==> config.mk <==
export PLATFORM = sky130hd
export DESIGN_NAME = tpta_front
export DESIGN_NICKNAME = d
export VERILOG_FILES = /design/src/design/tpta_pkg.sv /design/src/design/tpta_front.sv
export SDC_FILE = /design/constraint.sdc
export NUM_CORES = 1
export LEC_CHECK = 0
export BUFFER_PORTS_ARGS = -buffer_cell sky130_fd_sc_hd__buf_2
export CELL_PAD_IN_SITES_DETAIL_PLACEMENT = 1
export CELL_PAD_IN_SITES_GLOBAL_PLACEMENT = 2
export CORE_ASPECT_RATIO = 0.8
export CORE_MARGIN = 2
export CORE_UTILIZATION = 31
export DETAILED_ROUTE_END_ITERATION = 12
export PLACE_DENSITY_LB_ADDON = 0.1
export SLEW_MARGIN = 0
export SYNTH_ARGS = -nofsm -noshare
export SYNTH_HDL_FRONTEND = slang
export SYNTH_SLANG_ARGS = --single-unit
==> constraint.sdc <==
create_clock -name clk -period 3.8 [get_ports clk]
set_clock_uncertainty 0.2 [all_clocks]
set_input_delay 0.76 -clock clk [delete_from_list [all_inputs] [get_ports clk]]
set_output_delay 0.76 -clock clk [all_outputs]
set_load 0.01 [all_outputs]
==> src/design/tpta_pkg.sv <==
`timescale 1ns / 1ps
// ----------------------------------------------------------------------------
// tpta_pkg
// Shared types and constants of the two-plane track acceptance block.
// ----------------------------------------------------------------------------
package tpta_pkg;

	localparam bit FIRST_ORDER_YX = 1'b0;
	localparam bit SECOND_ORDER_YX = 1'b1;
	localparam int SLOPE_FRACTION_BITS = 16;

	// slope magnitude bits after clamping
	localparam int QW = 21 + SLOPE_FRACTION_BITS;
	// dividend bits: numerator magnitude shifted plus rounding term
	localparam int DW = QW + 3;
	localparam int NMW = 23;
	localparam int ZMW = 21;
	// divisor is twice the plane distance
	localparam int BW = 22;
	// multiplier split of the slope
	localparam int HALF = (QW + 1) / 2;
	localparam int HIW = QW - HALF;
	localparam int LOW_PW = HALF + 20;
	localparam int HIGH_PW = HIW + 20;
	localparam int PW = QW + 20;
	localparam int RW = PW - SLOPE_FRACTION_BITS + 1;
	localparam int SW = RW + 2;
	localparam logic [18:0] LEN_MAX = 19'h7FFFF;
	localparam logic [QW-1:0] SLOPE_LIM = {QW{1'b1}};

	typedef enum logic [3:0] {
		REG_FIRST_LOW_EDGE = 4'd0,
		REG_FIRST_WIDTH = 4'd1,
		REG_FIRST_Z_BOTTOM = 4'd2,
		REG_FIRST_Z_TOP = 4'd3,
		REG_SECOND_LOW_EDGE = 4'd4,
		REG_SECOND_WIDTH = 4'd5,
		REG_SECOND_Z_BOTTOM = 4'd6,
		REG_SECOND_Z_TOP = 4'd7
	} cfg_reg_t;

	typedef struct packed {
		logic signed [19:0] first_low_edge;
		logic [18:0] first_width;
		logic signed [19:0] first_z_bottom;
		logic signed [19:0] first_z_top;
		logic signed [19:0] second_low_edge;
		logic [18:0] second_width;
		logic signed [19:0] second_z_bottom;
		logic signed [19:0] second_z_top;
	} cfg_t;

	typedef struct packed {
		logic axis_sel;
		logic signed [19:0] hit_offset;
	} request_t;

	typedef struct packed {
		logic [18:0] overlap_length;
		logic plane_error;
	} result_t;

	// classified item handed from front to back
	typedef struct packed {
		logic [NMW-1:0] num_mag;
		logic [ZMW-1:0] zd_mag;
		logic neg;
		logic err;
	} work_t;

endpackage

==> src/design/tpta_front.sv <==
`timescale 1ns / 1ps
// ----------------------------------------------------------------------------
// tpta_front
// Picks the measuring planes and forms slope numerator and plane distance.
// ----------------------------------------------------------------------------
module tpta_front (
	input  logic clk,
	input  logic arst_n,
	input  tpta_pkg::cfg_t cfg,
	input  tpta_pkg::request_t request,
	input  logic push,
	output logic full,
	input  logic q_full,
	output tpta_pkg::work_t work_s1,
	output logic valid_s1
);
	logic ready;
	logic signed [19:0] z0, z1;
	logic signed [20:0] zdiff;
	logic signed [23:0] num2;
	tpta_pkg::work_t w;

	assign ready = !valid_s1 || !q_full;
	assign full = !ready;

	always_comb begin
		z0 = ((tpta_pkg::FIRST_ORDER_YX != 1'b0) != request.axis_sel) ?
			cfg.first_z_top : cfg.first_z_bottom;
		z1 = ((tpta_pkg::SECOND_ORDER_YX != 1'b0) != request.axis_sel) ?
			cfg.second_z_top : cfg.second_z_bottom;
		zdiff = 21'(z0) - 21'(z1);
		num2 = {{3{request.hit_offset[19]}}, request.hit_offset, 1'b0}
			+ {{3{cfg.first_low_edge[19]}}, cfg.first_low_edge, 1'b0}
			+ {5'b0, cfg.first_width}
			- {{3{cfg.second_low_edge[19]}}, cfg.second_low_edge, 1'b0}
			- {5'b0, cfg.second_width};
		w.num_mag = num2[23] ? 23'(-num2) : num2[22:0];
		w.zd_mag = zdiff[20] ? 21'(-zdiff) : 21'(zdiff);
		w.neg = num2[23] ^ zdiff[20];
		w.err = (zdiff == 21'sd0);
	end

	always_ff @(posedge clk or negedge arst_n) begin
		if (!arst_n) begin
			valid_s1 <= 1'b0;
		end else if (ready) begin
			valid_s1 <= push;
		end
	end

	always_ff @(posedge clk) begin
		if (ready && push) begin
			work_s1 <= w;
		end
	end

endmodule

==> Word level (Yosys, flattened, before mapping) <==
Index checks and enable logic that the tools add are counted.
Widths: inputs -> output; s select.
{ "classes": {"n_mul": 0, "n_eq_ne": 0, "magnitude_cmp": 0, "reduce_logical": 6, "bitwise": 1, "n_addsub": 7, "div_mod_pow": 0, "shifts": 0, "mux": 4} }
{ "op_table": {"columns": ["operator", "count"], "rows": [
  ["$mux 20", 3],
  ["$sub 23x21->24", 1],
  ["$sub 24x19->24", 1],
  ["$add 22x20->23", 1],
  ["$mux 23", 1],
  ["$neg 23->23", 1],
  ["$add 21x21->22", 1],
  ["$logic_not 21->1", 1],
  ["$neg 21->21", 1],
  ["$sub 20x20->21", 1],
  ["$logic_not 1->1", 3],
  ["$logic_and 1x1->1", 1],
  ["$logic_or 1x1->1", 1],
  ["$xor 1x1->1", 1]
]} }
{ "totals": {"output_inout_bits": 48, "latch_bits": 0, "n_memories": 0, "romBits": 0, "mem_bits_rw": 0, "wordCells": 24, "register_bits": 47} }

==> Depth between registers and ports, before layout <==
{ "depth": {"depth_word": 6, "depth_mapped": 19, "depth_no_buf": 18} }

==> Worst setup path before layout <==
OpenSTA, ideal clock, no wires.
{ "synth_timing": {"path_type": "input -> register", "start": "input port cfg[42] (netlist bit)", "end": "register work_s1[45] (netlist bit), data pin", "arrival_ps": 5118, "slack_ps": -1780, "stages": 16, "required_time_ps": 3338, "cell_sequence": "fa_1 inv_1 fa_1 inv_1 fa_1 inv_1 fa_1 a211oi_2 o211ai_2 a31o_1 a221o_2 a221oi_2 xnor2_1 or4_4 o31ai_2 xnor2_1"} }
{ "synth_lines": {"columns": ["item", "line_no", "rtl"], "rows": [
  ["start, declared", "tpta_front.sv:9", "input tpta_pkg::cfg_t cfg,"],
  ["end signal, assigned", "tpta_front.sv:53", "work_s1 <= w;"],
  ["end, declared", "tpta_front.sv:14", "output tpta_pkg::work_t work_s1,"]
]} }

==> impl_metrics.toml <==
[outcome]
status = "complete, but fails checks"
violations = "setup timing"

[critical_path]
cp-startpoint = "cfg[42]"
critPathSlowestCell = "fa_1"
critPathKind = "in -> reg"
worstSetupStartpointType = "input port"
path_max_fanout = 3
critPathArrivalTime_ps = 5120
r2r-start = "valid_s1$_DFFE_PN0N_"
cp.required_ps = 3640
crit_path_frequent_cell = "fa_1"
critPathTopFamily = "adder cells"
critPathMaxStageDelay_ps = 550
worstPathCellList = "buf_6 -> fa_1 -> inv_2 -> fa_1 -> inv_1 -> fa_1 -> inv_2 -> fa_2 -> a211oi_4 -> o211ai_2 -> a31o_1 -> a311oi_2 -> o2111ai_2 -> nor3_4 -> nand3_2 -> buf_6 -> o31ai_4 -> xnor2_1"
end_kind = "flop"
path_buf_inv = 5
path_depth = 18
r2r_cells = 3

[global_routing]
grt.busiest_layer = "met2"
gr-usage-met1_pct = 26.6
grt_start_max_net_pins = 24
grtUsageMet3_pct = 2.03
grt_use_met2_pct = 30.8
grt_use_total_pct = 18.5
grt_pass1_vias = 7416
antenna_found_initial = 0
grt_pass1_wl_microns = 35700
grt_overflow = 0

[yosys]
syn_area_per_cell_sq_um = 9.06
seq_area_frac_synth_pct = 20.0
ys_ff_latch = 47
netlist_area_sq_mm = 0.00701
synth_flop_cell = "edfxtp_1"
yosysWarnings = 0
async_flop_share_pct = 2.13
synthCells = 774
synth_nets = 1070
synth-edff-count = 46
synth_cell_type_count = 70

[final_layout]
fin_nets = 1523
final_area_sq_mm = 0.0113
layout_common_cells = "buf_2, buf_4, inv_1, fa_1, ha_1"
stdcell_count = 1534
final_common_cell = "buf_2"
drive_gt1_share_pct = 50.7
syn_to_final_growth_pct = 61.7
antenna_cells = 0

[route]
via_per_inst = 4.67
vias = 7161
first_iter_violations = 209
antenna_left = 0
drc_errors = 0
wl_microns = 22200
firstDrtPassIters = 4
routedWlPerCell_microns = 14.4

[clocking]
hold_buffers = 0
clock-sinks = 47
cts_tree = "yes"
htree_num_levels = 2
clock_latency_ps = 300
cts_root_buffer = "clkbuf_16"
cts_buffer_depth = 2
numCtsBuffers = 5
clk_pin_slew_ps = 80

[timing]
fmax_mhz = 190
period_minus_slack_ps = 5280
rsz0062_at_grt = "yes"
tightest_slew_ps = 677
setup_viol = 41
max-slew-margin-rel_pct = 54.8
fin_ws_ps = -1480
setup-tns-final_ps = -33400
slew_violations = 0
post-route-period-util_pct = 139
hold_viol_final = 0

[floorplan]
chipWidth_microns = 172
coreArea_sq_mm = 0.0223
num_rows = 49
die-area_sq_mm = 0.0239
die_h_microns = 139
initial_core_util_pct = 31.4
ios = 231

[power_and_ir_drop]
leakagePower_nw = 5.64
ir_drop_mv = 0.273
power_mw = 7.48
p_per_area_mw_per_mm2 = 659

[hold_path]
hold_class = "in -> async"

[placed_design]
dpl_cell_area_sq_mm = 0.0102
placed_cells = 1495
dp_hpwl_microns = 17800
place_congestion = 0.789
io_buffers = 230

[run]
drv_cap = 0
==> Yosys cell counts (13+ instances only) <==
| library cell | number | area share (%) |
|---|---|---|
| xnor2_1 | 50 | 6.2 |
| mux2i_1 | 21 | 3.0 |
| mux2_2 | 22 | 3.5 |
| a21oi_1 | 39 | 2.8 |
| inv_1 | 167 | 8.9 |
| nand2_1 | 41 | 2.2 |
| nor2_1 | 29 | 1.6 |
| fa_1 | 57 | 16 |
| clkbuf_1 | 13 | 0.70 |
| edfxtp_1 | 46 | 20 |
| o21ai_0 | 31 | 2.2 |
| nor3_1 | 13 | 0.93 |
| ha_1 | 56 | 10 |
| xor2_1 | 25 | 3.1 |
==> where the power goes <==
group / switching (mW) / internal, mW
Clock: 0.214 / 0.378
Sequential: 0.0934 / 0.916
Combinational: 2.89 / 2.98
Total: 3.20 / 4.28
==> metal layers <==
metal | up-vias | wire (microns)
met1 | 3473 | 10700
met5 | - | 0
met4 | 0 | 128
met3 | 9 | 853
li1 | 3535 | -
met2 | 144 | 10500
==> sequential cells by signal, indices dropped and copies added (netlist names) <==
register	count
work_s1	46
valid_s1	1
==> final timing paths <==
kind / slack, ps / to
min in group clk: 480 / valid_s1$_DFFE_PN0N_
worst max-delay path: -1480 / work_s1[45]$_DFFE_PP_
worst max register to register: 1930 / work_s1[22]$_SDFFCE_PP0P_
worst min-delay path: 10 / valid_s1$_DFFE_PN0N_
max in group asynchronous: 3310 / valid_s1$_DFFE_PN0N_
worst min register to register: 540 / valid_s1$_DFFE_PN0N_
==> final cells by class <==
cell class | count | area [sq um]
Timing Repair Buffer | 464 | 3050
Sequential cell | 47 | 1410
Inverter | 167 | 627
Tap cell | 306 | 383
Clock buffer | 6 | 129
Multi-Input combinational cell | 542 | 5680
Clock inverter | 2 | 60.1
Fill cell | 2680 | 11000
==> what timing repair did <==
| item | CTS | global route |
|---|---|---|
| setup endpoints to repair | 44 | 44 |
| gates cloned | 2 | 0 |
| buffers inserted | 20 | 12 |
| pin swaps | 50 | 35 |
| resized for setup | 104 | 40 |
==> stage by stage <==
step	setup WS, ps	hold slack [ps]	utilization (%)
6_report	-1480	13.3	50.8
5_1_grt	-1670	3.01	50.8
4_1_cts	-1450	8.32	49.6
3_5_place_dp	-1830	336	45.9
3_3_place_gp	-1760	335	45.9
2_1_floorplan	-1500	264	-
==> kinds of logic (layout without fill, tap and decap cells) <==
family	Yosys count	count (layout)	synth area share, %
adders and majority gates	113	113	26.3
DFF	47	47	20.0
xor gates and xnor gates	75	75	9.36
buffers and inverters	186	639	10.6
and+or+nand+nor	154	154	11.5
muxes	43	43	6.53
AOI/OAI and AO/OA	156	157	15.7
Power figures use the tool's default switching activity.
