File: config.mk
export PLATFORM = sky130hd
export DESIGN_NAME = tpta_queue
export DESIGN_NICKNAME = d
export VERILOG_FILES = /design/src/design/tpta_pkg.sv /design/src/design/tpta_queue.sv
export SDC_FILE = /design/constraint.sdc
export NUM_CORES = 1
export LEC_CHECK = 0
export BUFFER_PORTS_ARGS = -buffer_cell sky130_fd_sc_hd__buf_2
export CORE_MARGIN = 5
export CORE_UTILIZATION = 30
export DETAILED_ROUTE_END_ITERATION = 10
export GPL_ROUTABILITY_DRIVEN = 0
export HOLD_SLACK_MARGIN = 0.1
export SYNTH_ARGS = -nofsm -noshare
export SYNTH_HDL_FRONTEND = slang
export SYNTH_SLANG_ARGS = --single-unit
File: constraint.sdc
create_clock -name clk -period 4.2 [get_ports clk]
set_input_delay 0.21 -clock clk [delete_from_list [all_inputs] [get_ports clk]]
set_output_delay 0.21 -clock clk [all_outputs]
set_load 0.03 [all_outputs]
File: src/design/tpta_pkg.sv
`timescale 1ns / 1ps
// ----------------------------------------------------------------------------
// tpta_pkg
// Shared types and constants of the two-plane track acceptance block.
// ----------------------------------------------------------------------------
package tpta_pkg;

	localparam bit FIRST_ORDER_YX = 1'b0;
	localparam bit SECOND_ORDER_YX = 1'b1;
	localparam int SLOPE_FRACTION_BITS = 16;

	// slope magnitude bits after clamping
	localparam int QW = 21 + SLOPE_FRACTION_BITS;
	// dividend bits: numerator magnitude shifted plus rounding term
	localparam int DW = QW + 3;
	localparam int NMW = 23;
	localparam int ZMW = 21;
	// divisor is twice the plane distance
	localparam int BW = 22;
	// multiplier split of the slope
	localparam int HALF = (QW + 1) / 2;
	localparam int HIW = QW - HALF;
	localparam int LOW_PW = HALF + 20;
	localparam int HIGH_PW = HIW + 20;
	localparam int PW = QW + 20;
	localparam int RW = PW - SLOPE_FRACTION_BITS + 1;
	localparam int SW = RW + 2;
	localparam logic [18:0] LEN_MAX = 19'h7FFFF;
	localparam logic [QW-1:0] SLOPE_LIM = {QW{1'b1}};

	typedef enum logic [3:0] {
		REG_FIRST_LOW_EDGE = 4'd0,
		REG_FIRST_WIDTH = 4'd1,
		REG_FIRST_Z_BOTTOM = 4'd2,
		REG_FIRST_Z_TOP = 4'd3,
		REG_SECOND_LOW_EDGE = 4'd4,
		REG_SECOND_WIDTH = 4'd5,
		REG_SECOND_Z_BOTTOM = 4'd6,
		REG_SECOND_Z_TOP = 4'd7
	} cfg_reg_t;

	typedef struct packed {
		logic signed [19:0] first_low_edge;
		logic [18:0] first_width;
		logic signed [19:0] first_z_bottom;
		logic signed [19:0] first_z_top;
		logic signed [19:0] second_low_edge;
		logic [18:0] second_width;
		logic signed [19:0] second_z_bottom;
		logic signed [19:0] second_z_top;
	} cfg_t;

	typedef struct packed {
		logic axis_sel;
		logic signed [19:0] hit_offset;
	} request_t;

	typedef struct packed {
		logic [18:0] overlap_length;
		logic plane_error;
	} result_t;

	// classified item handed from front to back
	typedef struct packed {
		logic [NMW-1:0] num_mag;
		logic [ZMW-1:0] zd_mag;
		logic neg;
		logic err;
	} work_t;

endpackage

File: src/design/tpta_queue.sv
`timescale 1ns / 1ps
// ----------------------------------------------------------------------------
// tpta_queue
// Four-entry queue of classified items between front and back.
// ----------------------------------------------------------------------------
module tpta_queue (
	input  logic clk,
	input  logic arst_n,
	input  logic wr,
	input  tpta_pkg::work_t din,
	input  logic rd,
	output tpta_pkg::work_t dout,
	output logic full,
	output logic empty
);
	tpta_pkg::work_t mem_q [0:3];
	logic [1:0] wp_q, rp_q;
	logic [2:0] cnt_q;

	assign full = (cnt_q == 3'd4);
	assign empty = (cnt_q == 3'd0);
	assign dout = mem_q[rp_q];

	always_ff @(posedge clk or negedge arst_n) begin
		if (!arst_n) begin
			wp_q <= 2'd0;
			rp_q <= 2'd0;
			cnt_q <= 3'd0;
		end else begin
			if (wr) wp_q <= wp_q + 2'd1;
			if (rd) rp_q <= rp_q + 2'd1;
			cnt_q <= cnt_q + 3'(wr) - 3'(rd);
		end
	end

	always_ff @(posedge clk) begin
		if (wr) begin
			mem_q[wp_q] <= din;
		end
	end

endmodule

After elaboration in Yosys (flattened, before gate mapping)

Memory sizes are Yosys's and may differ from the RTL's.
Index checks and enable logic that the tools add are counted.

Register bits: 7
Bits in writable memories: 184
Input port bits: 50
Output and inout bits: 48
Word-level logic and storage cells: 12
Memories kept: 1

Memory list:

| name  | words | width | read ports | clocked after Yosys merged registers in | wr ports | RTL line         | text |
|---|---|---|---|---|---|---|---|
| mem_q | 4     | 46    | 1          | 0                                       | 1        | tpta_queue.sv:16 | `tpta_pkg::work_t mem_q [0:3];` |

Add/sub/neg operators: 4
Eq/ne operators: 1
Mux-type cells: 2
Reductions and logical operators: 1

Operators by type and width:

| operator                                     | count |
|---|---|
| adder 2 x 1 -> 2 bit (second input constant) | 2 |
| adder 3 x 1 -> 3 bit                         | 1 |
| == test 3 bit (second input constant)        | 1 |
| zero test 3 bit                              | 1 |
| subtractor 3 x 1 -> 3 bit                    | 1 |
| 2-to-1 mux 1 bit                             | 2 |

Longest topological paths before layout

Word-level depth: 2
Depth in mapped cells: 6
Mapped depth without buffers: 6

Least setup slack after synthesis

No wires, ideal clock.

Kind: register to register
From: register wp_q[0]
To: memory mem_q[0][0] (netlist bit) (enable)
Setup time: 0.408 ns
Data arrival time: 1.723 ns
Required time: 3.792 ns
Slack: 2.069 ns
Cell stages (with the launch flop): 4
Period minus slack after synthesis: 2.131 ns
Cells stage by stage: dfrtp_1 > inv_1 > ha_1 > and2_1

RTL lines:

| element                | RTL line         | text |
|---|---|---|
| start, declared        | tpta_queue.sv:17 | `logic [1:0] wp_q, rp_q;` |
| start signal, assigned | tpta_queue.sv:30 | `if (wr) wp_q <= wp_q + 2'd1;` |
| end, declared          | tpta_queue.sv:16 |  |

Straight into the memory's write port.

==> results.md <==
Pwr:
- The design draws 6250 uW.
- The static leakage is 0.00307 uW.
- VDD sags by at most 0.000491 V.
- Dividing total power by cell area gives a power density of 701 mW/mm^2.

Floorplan:
- The starting density of the core is 30.2%.
- The core region area is 0.0233 mm^2.
- During I/O placement, the number of pins put on the boundary was 98.
- Measured along the x axis, the die boundary spans 163 um.
- The die is 163 um tall.
- Row generation in the floorplan step produced 56 rows.
- The die area is 0.0266 mm^2.

Synthesis:
- The yosys synthesis warning count is 0.
- The post-synthesis area per instance is 25.6 um^2.
- Summing every instance area after synthesis gives 0.00702 mm^2.
- In this run, synthesis produced a sequential element count of 191.
- Ranked by total cell area, the synthesized netlist is headed by sky130_fd_sc_hd__edfxtp_1 (79%), sky130_fd_sc_hd__mux4_2 (15%), sky130_fd_sc_hd__dfrtp_1 (2.5%).
- Of the synthesized area, sequential elements account for 81.2%.
- In this run, distinct cell masters in the synthesized netlist total 17.
- The number of nets in the synthesized netlist is 331.
- Synthesis produced a netlist whose cell count is 274.
- The library cell with the largest summed area after synthesis is sky130_fd_sc_hd__edfxtp_1.
- In this run the biggest area consumer among cell types represents 78.7% of the synthesized area.

Drt:
- In the routed design, unresolved DRC markers number 0.
- The number of routed nets with antenna violations is 0.
- In the routed layout, each cell is associated on average with a via count of 4.27.
- The number of search-and-repair iterations in the first detailed-routing pass is 4.
- The detailed router finished its first iteration with 143 violations.
- The routed design has 13100 um of wire.
- The average wire per standard cell is 17.2 um.
- The routed layout has 3265 vias.

STA:
- The final critical path takes up 61.3% of the cycle.
- The setup TNS after final layout is 0 ns.
- The routed design could run at a clock period as short as 2.57 ns.
- The setup slack after layout is 1.63 ns.
- The measured slew at the worst slew-check pin is 1.01 ns.
- The worst clock skew is 0.00842 ns.
- The headroom to the max-slew limit is 32.9%.
- The count of final max-slew check failures came to 0.
- The final number of hold-violating endpoints came to 0.
- The final setup violation count is 0.
- Setup repair after global routing left no endpoint under its margin.
- The upper clock frequency limit is 389 MHz.

Layout:
- The repair_antennas step left the layout with diodes totalling 0.
- The relative area change from synthesis to final layout is 27.1%.
- The layout net count is 491.
- The share of final-layout standard cells stronger than drive strength 1 is 40.2%.
- Across the whole layout, storage elements account for 0.00571 mm^2.
- In the final layout, the multi-input gates occupy 0.00123 mm^2.
- The filler cell count is 2158.

Setup path:
- Walking the worst path, the cells encountered are mux4_2 -> buf_2.
- Of all nets on the critical path, the largest fanout is 48.
- The largest stage delay on the critical path is 1.09 ns.
- The type of the worst setup path is register to output port.
- STA classifies the critical path startpoint as a register.
- The cell with the largest stage delay on the worst path is sky130_fd_sc_hd__dfrtp_4.
- The worst setup path is captured at an output port.
- The arrival time at the worst endpoint is 2.36 ns.
- The required time at the worst-slack endpoint is 3.99 ns.

Global routing:
- Entering global routing, the biggest net connects 49 pins.
- The number of antenna violations at the first check in global routing was 0.
- The global-route wire length before repair is 20800 um.
- In the global route stage, overall resource usage came out at 10.4%.
- The via count of the first global-routing pass came to 3779.
- The overflow left after global routing is 0.

Clock network:
- The total number of H-tree levels is 4.
- The clock input transition at the sequential cells of the worst setup and hold paths is 0.07 ns.
- Clock tree synthesis inserted a total of 17 buffers.
- The maximum count of clock buffers along a single path is 2.
- In this run the post-CTS setup repair buffer count came out at 0.
- The clock tree from TritonCTS is yes.
- The number of sinks driven by the clock tree is 191.
- The tree is rooted in a sky130_fd_sc_hd__clkbuf_16.
- The insertion delay of the later-clocked pin in the worst-skew pair is 0.41 ns.

Placed design:
- After legalization and detailed placement, the total HPWL measured 7950 um.
- The count of port buffers added during placement is 97.
- The setup slack at placement is 1.95 ns.

Run status:
- The flow ran to the end, and the final reports show no timing, DRC or antenna violations.

Job:
- The reported max-cap violation count is 0.

Worst hold path:
- The path class of the tightest hold or removal check is input port to async pin.
layout by cell type, fill, tap and decap left out:
cell	netlist	layout
sky130_fd_sc_hd__and2_2	0	4
sky130_fd_sc_hd__and3_1	1	1
sky130_fd_sc_hd__buf_2	4	97
sky130_fd_sc_hd__buf_4	2	5
sky130_fd_sc_hd__bufinv_16	0	2
sky130_fd_sc_hd__clkbuf_1	1	2
sky130_fd_sc_hd__clkbuf_16	0	17
sky130_fd_sc_hd__clkinv_1	0	3
sky130_fd_sc_hd__clkinv_2	0	1
sky130_fd_sc_hd__clkinv_4	0	2
sky130_fd_sc_hd__clkinvlp_4	0	2
sky130_fd_sc_hd__dfrtp_1	7	5
sky130_fd_sc_hd__dfrtp_2	0	1
sky130_fd_sc_hd__dfrtp_4	0	1
sky130_fd_sc_hd__dlygate4sd3_1	0	49
sky130_fd_sc_hd__edfxtp_1	184	184
sky130_fd_sc_hd__fa_1	1	1
sky130_fd_sc_hd__ha_1	6	6
sky130_fd_sc_hd__inv_1	6	6
sky130_fd_sc_hd__inv_6	0	1
sky130_fd_sc_hd__mux4_2	46	46
sky130_fd_sc_hd__nand2_1	2	2
sky130_fd_sc_hd__nor3_1	1	1
sky130_fd_sc_hd__o21ai_0	1	1
sky130_fd_sc_hd__xnor2_1	2	2
sky130_fd_sc_hd__xor2_1	3	3
through the flow:
step	util, %	instance area, um^2	cells	hold slack (ns)
after floorplan	-	7020	274	-0.0856
after global routing	38.3	8920	764	0.135
after detailed placement	33.9	7880	685	0.0523
final	38.3	8920	764	0.150
after CTS	38.3	8920	764	0.124
after global placement	33.9	7880	685	0.0490
cells by family (layout without fill, tap and decap cells):
kind of cell               Yosys count  count (layout)  share of synthesized area (%)
DFF                                191             191                           81.2
muxes                               46              46                           14.8
buffers and inverters               16             187                           1.35
and+or+nand+nor                      8               8                          0.624
adders and majority gates            7               7                           1.35
xor gates and xnor gates             5               5                          0.624
AOI/OAI and AO/OA                    1               1                         0.0712
synthesized netlist by cell type:
library cell,instances
sky130_fd_sc_hd__fa_1,1
sky130_fd_sc_hd__dfrtp_1,7
sky130_fd_sc_hd__and3_1,1
sky130_fd_sc_hd__buf_4,2
sky130_fd_sc_hd__and2_1,4
sky130_fd_sc_hd__buf_6,3
sky130_fd_sc_hd__inv_1,6
sky130_fd_sc_hd__xor2_1,3
sky130_fd_sc_hd__nand2_1,2
sky130_fd_sc_hd__o21ai_0,1
sky130_fd_sc_hd__xnor2_1,2
sky130_fd_sc_hd__edfxtp_1,184
sky130_fd_sc_hd__clkbuf_1,1
sky130_fd_sc_hd__ha_1,6
sky130_fd_sc_hd__mux4_2,46
sky130_fd_sc_hd__nor3_1,1
sky130_fd_sc_hd__buf_2,4
metal layers:
layer,part of all wire [%],wire (um),global-route usage [%],up-vias
met5,0,0,0,-
met4,1.1,149,3.24,0
met3,4.5,596,3.42,12
met2,51,6720,17.4,64
met1,43,5660,13.0,1721
li1,-,-,-,1468
flip-flops by register name, indices dropped and copies added, names as in the netlist:
register  cells
cnt_q         3
mem_q       184
rp_q          2
wp_q          2
worst paths after layout:
path                       slack [ns]  depth (start not counted)      endpoint  startpoint
max reg2reg                      2.03                          4  mem_q[0][25]     wp_q[0]
max in group asynchronous        3.87                          2       rp_q[0]      arst_n
min                              0.15                          2       wp_q[1]      arst_n
min reg2reg                      0.56                          1       wp_q[0]     wp_q[0]
min in group clk                 0.54                          2  mem_q[3][43]     din[43]
max                              1.63                          2       dout[7]     rp_q[0]
power by group:
part / switching [uW] / total, uW / leakage [uW] / internal (uW)
Sequential: 294 / 2790 / 0.00177 / 2500
Combinational: 1170 / 1940 / 0.00103 / 775
Clock: 652 / 1520 / 0.000262 / 867
Total: 2110 / 6250 / 0.00307 / 4140
critical path, delay by kind of cell, from the launching register on:
family	cells	cell delay [ns]
buffers and inverters	1	0.20
DFF	1	1.09
muxes	1	0.63
final cells by class:
| cell class | count | share of cell area [%] |
|---|---|---|
| clock buffer | 19 | 4.85 |
| clock inverter | 11 | 1.32 |
| inverter | 6 | 0.252 |
| multi-input combinational | 67 | 13.8 |
| sequential | 191 | 64.0 |
| tap | 319 | 4.47 |
| timing repair buffer | 151 | 11.4 |
timing repair:
action                    4_1_cts  5_1_grt
resized for setup               0        0
hold endpoints to repair      195        0
hold buffers                   49        0
Power figures use the tool's default switching activity.
